[src/rtl/core/b64d_pkg.sv]
package b64d_pkg;

	localparam int unsigned CharW   = 8;
	localparam int unsigned SextetW = 6;
	localparam int unsigned GroupW  = 24;
	localparam int unsigned MaxRes  = 3;
	localparam int unsigned CntW    = 2;

	localparam logic [CharW-1:0] PAD_CHAR   = 8'h3D;
	localparam logic [CharW-1:0] PLUS_CHAR  = 8'h2B;
	localparam logic [CharW-1:0] SLASH_CHAR = 8'h2F;
	localparam logic [SextetW-1:0] PLUS_VAL  = 6'd62;
	localparam logic [SextetW-1:0] SLASH_VAL = 6'd63;
	localparam logic [CntW-1:0] PAD_SAT = 2'd3;

	// Character as held in the input register
	typedef struct packed {
		logic [SextetW-1:0] sextet;
		logic               keep;
		logic               pad;
		logic               eot;
	} char_t;

	typedef struct packed {
		logic [CharW-1:0] data;
		logic             byte_valid;
		logic             length_error;
		logic             last_of_run;
	} res_t;

	// Results of one character, entry 0 first
	typedef struct packed {
		logic [CntW-1:0]    cnt;
		res_t [MaxRes-1:0]  res;
	} bundle_t;

	function automatic char_t classify(input logic [CharW-1:0] c, input logic eot);
		char_t r;
		r.eot    = eot;
		r.pad    = (c == PAD_CHAR);
		r.keep   = 1'b1;
		r.sextet = '0;
		if (c >= 8'h41 && c <= 8'h5A) begin
			r.sextet = SextetW'(c - 8'h41);
		end else if (c >= 8'h61 && c <= 8'h7A) begin
			r.sextet = SextetW'(c - 8'h61 + 8'd26);
		end else if (c >= 8'h30 && c <= 8'h39) begin
			r.sextet = SextetW'(c - 8'h30 + 8'd52);
		end else if (c == PLUS_CHAR) begin
			r.sextet = PLUS_VAL;
		end else if (c == SLASH_CHAR) begin
			r.sextet = SLASH_VAL;
		end else if (!r.pad) begin
			r.keep = 1'b0;
		end
		return r;
	endfunction

	function automatic res_t pick(input bundle_t b, input logic [CntW-1:0] idx);
		res_t r;
		case (idx)
			2'd0:    r = b.res[0];
			2'd1:    r = b.res[1];
			default: r = b.res[2];
		endcase
		return r;
	endfunction

endpackage

[src/rtl/core/b64d_quad.sv]
module b64d_quad (
	input  logic             clk,
	input  logic             arst_n,
	input  b64d_pkg::char_t  ch,
	input  logic             take,
	output b64d_pkg::bundle_t bundle
);

	logic [b64d_pkg::GroupW-1:0] group_q;
	logic [b64d_pkg::CntW-1:0]   count_q;
	logic [b64d_pkg::CntW-1:0]   pad_q;

	logic [b64d_pkg::GroupW-1:0] grp_n;
	logic [b64d_pkg::CntW-1:0]   pad_n;
	logic [b64d_pkg::CntW-1:0]   nbytes;
	logic                        complete;
	logic                        partial;
	logic                        clean;
	logic                        closing;

	always_comb begin
		pad_n    = pad_q;
		if (ch.pad && pad_q != b64d_pkg::PAD_SAT) begin
			pad_n = pad_q + 2'd1;
		end
		grp_n    = {group_q[b64d_pkg::GroupW-b64d_pkg::SextetW-1:0],
			(ch.pad ? '0 : ch.sextet)};
		complete = ch.keep && (count_q == 2'd3);
		nbytes   = '0;
		if (complete && pad_n != b64d_pkg::PAD_SAT) begin
			nbytes = 2'd3 - pad_n;
		end
		partial  = ch.keep ? !complete : (count_q != 2'd0);
		clean    = complete && (nbytes != 2'd0);
		closing  = ch.eot && !clean;
	end

	always_comb begin
		bundle.cnt = nbytes + {1'b0, closing};
		for (int i = 0; i < b64d_pkg::MaxRes; i++) begin
			bundle.res[i] = '0;
			if (2'(i) < nbytes) begin
				bundle.res[i].data        = grp_n[b64d_pkg::GroupW-1-8*i -: 8];
				bundle.res[i].byte_valid  = 1'b1;
				bundle.res[i].last_of_run = ch.eot && (2'(i) == nbytes - 2'd1);
			end else if (closing && 2'(i) == nbytes) begin
				bundle.res[i].length_error = partial;
				bundle.res[i].last_of_run  = 1'b1;
			end
		end
	end

	always_ff @(posedge clk or negedge arst_n) begin
		if (!arst_n) begin
			group_q <= '0;
			count_q <= '0;
			pad_q   <= '0;
		end else if (take) begin
			if (ch.eot || complete) begin
				group_q <= '0;
				count_q <= '0;
				pad_q   <= '0;
			end else if (ch.keep) begin
				group_q <= grp_n;
				count_q <= count_q + 2'd1;
				pad_q   <= pad_n;
			end
		end
	end

endmodule

[src/rtl/core/b64d_serial.sv]
module b64d_serial (
	input  logic              clk,
	input  logic              arst_n,
	input  b64d_pkg::bundle_t bundle,
	input  logic              push,
	output logic              ready,
	output logic              out_valid,
	input  logic              out_ready,
	output b64d_pkg::res_t    out_res
);

	b64d_pkg::bundle_t         bundle_q;
	logic [b64d_pkg::CntW-1:0] idx_q;
	logic                      full_q;
	logic                      at_end;
	logic                      pop;

	assign out_valid = full_q;
	assign out_res   = b64d_pkg::pick(bundle_q, idx_q);
	assign at_end    = (idx_q == bundle_q.cnt - 2'd1);
	assign pop       = full_q && out_ready && at_end;
	assign ready     = !full_q || pop;

	always_ff @(posedge clk) begin
		if (push && ready) begin
			bundle_q <= bundle;
		end
	end

	always_ff @(posedge clk or negedge arst_n) begin
		if (!arst_n) begin
			full_q <= 1'b0;
			idx_q  <= '0;
		end else if (push && ready) begin
			full_q <= 1'b1;
			idx_q  <= '0;
		end else if (pop) begin
			full_q <= 1'b0;
		end else if (full_q && out_ready) begin
			// advance to the next beat of this character
			idx_q <= idx_q + 2'd1;
		end
	end

`ifndef ASSERT_OFF
	a_idx_in_range: assert property (@(posedge clk) disable iff (!arst_n)
		full_q |-> (bundle_q.cnt != 2'd0 && idx_q < bundle_q.cnt))
		else $error("serialiser index beyond bundle");
	a_closing_is_last: assert property (@(posedge clk) disable iff (!arst_n)
		(full_q && !out_res.byte_valid) |-> (out_res.last_of_run && at_end))
		else $error("closing beat not last");
	a_err_only_closing: assert property (@(posedge clk) disable iff (!arst_n)
		(full_q && out_res.length_error) |-> !out_res.byte_valid)
		else $error("length error on data beat");
	a_hold_on_stall: assert property (@(posedge clk) disable iff (!arst_n)
		(full_q && !out_ready) |=> (full_q && $stable(idx_q)))
		else $error("beat moved while stalled");
`endif

endmodule

[src/rtl/core/base64_stream_decoder_top.sv]
// Streaming Base64 decoder, standard alphabet with '=' padding.
// Input: one character byte per beat on s_axis (tdata), s_axis_tlast marks
// the final character of a text. Characters that are neither in the alphabet
// nor '=' are dropped. Every fourth kept character closes a quad and yields 3, 2, 1
// or no data bytes on m_axis (fewer with padding). At the end of a
// text a closing beat (tuser byte_valid low, tlast high) follows unless the
// character with tlast closes a quad cleanly, when that quad's last byte carries
// tlast; length_error on the closing beat means the run must be discarded.
// The character that completes a quad is held in the input register; once the
// serialiser is ready, its bytes are loaded into the serialiser's bundle register.
// Throughput: one character per cycle while the output keeps up; a quad's
// bytes leave at one beat per cycle while m_axis is ready, from the output
// serialiser, which takes a new quad as its last beat goes.
// When m_axis stalls, characters that yield no beats keep flowing in; the
// input register holds a quad-closing or end-of-text character that yields
// beats until the serialiser frees.
// Reset clears the quad state and empties both registers.
module base64_stream_decoder_top (
	input  logic       clk,
	input  logic       arst_n,
	input  logic       s_axis_tvalid,
	output logic       s_axis_tready,
	input  logic [7:0] s_axis_tdata,  // [7:0] in_char
	input  logic       s_axis_tlast,  // end_of_text
	output logic       m_axis_tvalid,
	input  logic       m_axis_tready,
	output logic [7:0] m_axis_tdata,  // [7:0] out_byte
	output logic [1:0] m_axis_tuser,  // [0] byte_valid, [1] length_error
	output logic       m_axis_tlast   // last_of_run
);

	b64d_pkg::char_t   char_s1;
	logic              valid_s1;
	b64d_pkg::bundle_t bundle;
	logic              ser_ready;
	logic              take;
	logic              push;
	b64d_pkg::res_t    out_res;

	assign push          = valid_s1 && (bundle.cnt != 2'd0);
	assign take          = valid_s1 && (bundle.cnt == 2'd0 || ser_ready);
	assign s_axis_tready = !valid_s1 || take;

	always_ff @(posedge clk) begin
		if (s_axis_tvalid && s_axis_tready) begin
			char_s1 <= b64d_pkg::classify(s_axis_tdata, s_axis_tlast);
		end
	end

	always_ff @(posedge clk or negedge arst_n) begin
		if (!arst_n) begin
			valid_s1 <= 1'b0;
		end else if (s_axis_tready) begin
			valid_s1 <= s_axis_tvalid;
		end
	end

	b64d_quad u_quad (
		.clk    (clk),
		.arst_n (arst_n),
		.ch     (char_s1),
		.take   (take),
		.bundle (bundle)
	);

	b64d_serial u_serial (
		.clk       (clk),
		.arst_n    (arst_n),
		.bundle    (bundle),
		.push      (push),
		.ready     (ser_ready),
		.out_valid (m_axis_tvalid),
		.out_ready (m_axis_tready),
		.out_res   (out_res)
	);

	assign m_axis_tdata = out_res.data;
	assign m_axis_tuser = {out_res.length_error, out_res.byte_valid};
	assign m_axis_tlast = out_res.last_of_run;

endmodule
[config.mk]
export PLATFORM = sky130hd
export DESIGN_NAME = base64_stream_decoder_top
export DESIGN_NICKNAME = d
export VERILOG_FILES = /design/src/rtl/core/b64d_pkg.sv /design/src/rtl/core/b64d_quad.sv /design/src/rtl/core/b64d_serial.sv /design/src/rtl/core/base64_stream_decoder_top.sv
export SDC_FILE = /design/constraint.sdc
export NUM_CORES = 1
export LEC_CHECK = 0
export ABC_CLOCK_PERIOD_IN_PS = 6000
export BUFFER_PORTS_ARGS = -buffer_cell sky130_fd_sc_hd__buf_2
export CORE_ASPECT_RATIO = 1.1
export CORE_MARGIN = 2
export CORE_UTILIZATION = 60
export DETAILED_ROUTE_END_ITERATION = 12
export PLACE_DENSITY = 0.8
export SETUP_SLACK_MARGIN = 0.1
export SYNTH_ARGS = -nofsm -noshare
export SYNTH_HDL_FRONTEND = slang
export SYNTH_SLANG_ARGS = --single-unit
[constraint.sdc]
create_clock -name clk -period 6 [get_ports clk]
set_input_delay 0 -clock clk [delete_from_list [all_inputs] [get_ports clk]]
set_output_delay 0 -clock clk [all_outputs]
set_load 0.005 [all_outputs]
==> flow_summary.ini <==
[setup_path]
reg2regPathDepth = 12
worst-path-buf-inv = 1
crit_family = simple AND/OR/NAND/NOR gates
cp_num_cells = 12
arrival_ns = 4.21
reg2reg_from = u_quad.pad_q[0]
cp-end-kind = flip-flop
setup.worst_path.class = reg2reg
crit_path_max_incr_delay_ns = 0.63
path_max_fanout = 10
crit_top_cell = nor2b_1
crit_path_start_kind = flip-flop
slowest_stage = nor2b_1
required_ns = 5.97
cp_cell_sequence = ha_1 -> and3b_1 -> nor2b_1 -> a311oi_1 -> buf_4 -> nor2b_1 -> ha_1 -> and4b_1 -> a311o_1 -> o31ai_1 -> nor2_1 -> nor2b_1
startpoint = u_quad.pad_q[0]

[global_routing]
grt_max_degree = 36
grt_pass1_vias = 2516
grt_pass1_wl_um = 11790
gr-total-overflow = 0
grt.total_usage = 0.2256
antenna_found_initial = 0

[timing]
finClkSkew_ns = 0.008599
min_period_over_period = 0.7071
rsz0062_at_grt = no
finalSetupViolCount = 0
hold_viol_final = 0
slew_violations = 0
tns_ns = 0
finalCriticalPeriod_ns = 4.243
worst_pin_slew_ns = 1.277
relSlewSlack = 0.1485
max_freq_mhz = 235.7

[cells_and_area]
layout_commonest_cell = nand2_1
postLayoutCoreUtil = 0.6811
antenna_cells = 0
multi_input_area_sq_um = 1638
finalNetCount = 401
syn2layout_area_growth_pct = 10.85
seq_area_sq_um = 1972
drive_above_1_share = 0.1481
final_cell_mix = nand2_1 (48), edfxtp_1 (44), dfrtp_1 (26), buf_2 (25), inv_1 (24)
fill_cells = 468
instances_no_fill = 458

[worst_hold_path]
min-delay-start = m_axis_tready
hold_class = in2reg
min_path_cells = 3

[detailed_routing]
vias = 2592
dr.pass1.iters = 6
dr.first_iter.drc_count = 174
wl_um = 7111
post_drt_wl_per_cell_um = 15.53
drc = 0
vias_per_cell = 5.659
antenna_left = 0

[synth]
yosys_warnings = 0
synth_edf_count = 44
syn_avg_cell_area_sq_um = 10.99
synth_flop_cell = edfxtp_1
ys_seq_area_frac = 0.5278
synthArstFlopShare = 0.3714
postSynthCellCount = 340
synth_area_sq_um = 3736
synth.distinct_cells = 54
synth.ff_latch_count = 70

[clocking]
root_buffer = clkbuf_8
htreeDepth = 3
cts_tree = built
cts.path.max_buffers = 2
cts.sinks = 70
cts_buffers = 9
clk_pin_slew_ns = 0.07
clk_latency_ns = 0.34
ctsHoldBuffers = 3
cts_resized = 0
post_cts_buffers = 0

[floorplanning]
die_w_um = 79.24
start_util = 0.6144
die_h_um = 86.76
row_count = 30
dieArea_sq_um = 6874
coreArea_sq_um = 6081
io_pins = 26

[placement]
placed_cells = 439
portBuffers = 25
hpwl_um = 5044
gp_congestion = 0.9219

[power_and_ir_drop]
switching_share = 0.3523
ir_drop_mv = 0.1986
internal-power_w = 0.001045
power.switching_w = 0.0005685
power_frac_clock = 0.196
p_total_w = 0.001613
combPwrFrac = 0.345
power.density_nw_per_um2 = 389.6
seq_power_share = 0.459
p_leak_nw = 1.796

[run]
drv_cap = 0

[status]
outcome = finished, final reports clean
==> synthesized netlist by cell type (all sizes together) (2+ instances only) <==
cell / instances / area share
nor2b: 8 / 0.013
nor3b: 2 / 0.0040
or3: 3 / 0.0050
nand3: 4 / 0.0054
and3: 3 / 0.0050
inv: 24 / 0.024
a311oi: 3 / 0.0070
nor3: 5 / 0.0067
a21o: 2 / 0.0040
o31ai: 5 / 0.010
xnor2: 5 / 0.012
a221oi: 2 / 0.0047
nor2: 21 / 0.021
or2: 3 / 0.0050
buf: 4 / 0.0067
o211ai: 3 / 0.0074
clkbuf: 6 / 0.0060
mux2: 8 / 0.029
o21ai: 4 / 0.0054
edfxtp: 44 / 0.35
a22oi: 11 / 0.022
o2bb2ai: 4 / 0.0094
nand3b: 2 / 0.0040
mux2i: 15 / 0.040
dfrtp: 26 / 0.17
nand2b: 11 / 0.018
a21boi: 3 / 0.0060
nand2: 48 / 0.048
ha: 15 / 0.050
nand4: 2 / 0.0033
o2111ai: 2 / 0.0047
and2: 19 / 0.032
a21oi: 7 / 0.0094
==> metal layers <==
metal | GRT usage | vias up | part of all wire
met3 | 0.04271 | 14 | 0.039
li1 | - | 1275 | -
met4 | 0.1113 | 0 | 0.019
met1 | 0.2673 | 1231 | 0.43
met5 | 0 | - | 0
met2 | 0.3937 | 72 | 0.51
==> sequential cells by signal (all words and copies together) (netlist names) <==
name,count
u_serial.out_valid,1
u_quad.count_q,2
u_quad.pad_q,2
char_s1,9
u_serial.bundle_q,35
valid_s1,1
u_quad.group_q,18
u_serial.idx_q,2
==> final timing paths <==
path                                      end  slack [ns]
max                                char_s1[7]        1.76
min                         u_serial.idx_q[0]        0.05
max reg2reg                        char_s1[7]        1.76
min reg2reg                u_quad.group_q[17]        0.52
max in group asynchronous   u_quad.group_q[3]        5.37
min in group asynchronous   u_quad.count_q[0]        0.22
==> layout make-up <==
type                    instances  share of cell area
flip-flops and latches         70              0.4761
multi-input cells             236              0.3955
repair buffers                 31             0.04290
clock buffers                  12             0.03263
well taps                      80             0.02417
inverters                      25             0.02266
clock inverters                 4            0.006042
==> worst reg2reg max path: stages (launching register included) <==
cell      delay [ns]
dfrtp_1         0.46
ha_1            0.36
and3b_1         0.23
nor2b_1         0.15
a311oi_1        0.25
buf_4           0.21
nor2b_1         0.06
ha_1            0.22
and4b_1         0.19
a311o_1         0.38
o31ai_1         0.59
nor2_1          0.15
nor2b_1         0.63
==> stage by stage <==
step	setup slack (ns)	cell area, sq um	hold slack (ns)
2_1_floorplan	1.190	3740	-0.2956
3_3_place_gp	1.910	3951	0.04498
3_5_place_dp	1.749	3951	0.04536
4_1_cts	1.740	4141	0.02067
5_1_grt	1.465	4141	0.05717
6_report	1.757	4141	0.05104
==> power by group through the flow <==
stage	Sequential [W]	Combinational (W)	Clock, W
CTS	0.000740	0.000558	0.000320
detailed placement	0.000749	0.000556	0
floorplan	0.000724	0.000409	0
finish	0.000740	0.000557	0.000316
global placement	0.000739	0.000540	0
global route	0.000755	0.000615	0.000342
==> logic make-up (layout without fill, tap and decap cells) <==
group                    Yosys count  after routing  synth area share
multiplexers                      23             23           0.06932
adder cells (fa/ha/maj)           15             15           0.05023
XOR/XNOR                           6              6           0.01407
other                              1              2          0.001004
AO/OA/AOI/OAI                     56             56            0.1209
flip-flops                        70             70            0.5278
buffers and inverters             35             72           0.03784
AND/OR/NAND/NOR                  134            134            0.1788
(Power assumes the default switching activity.)
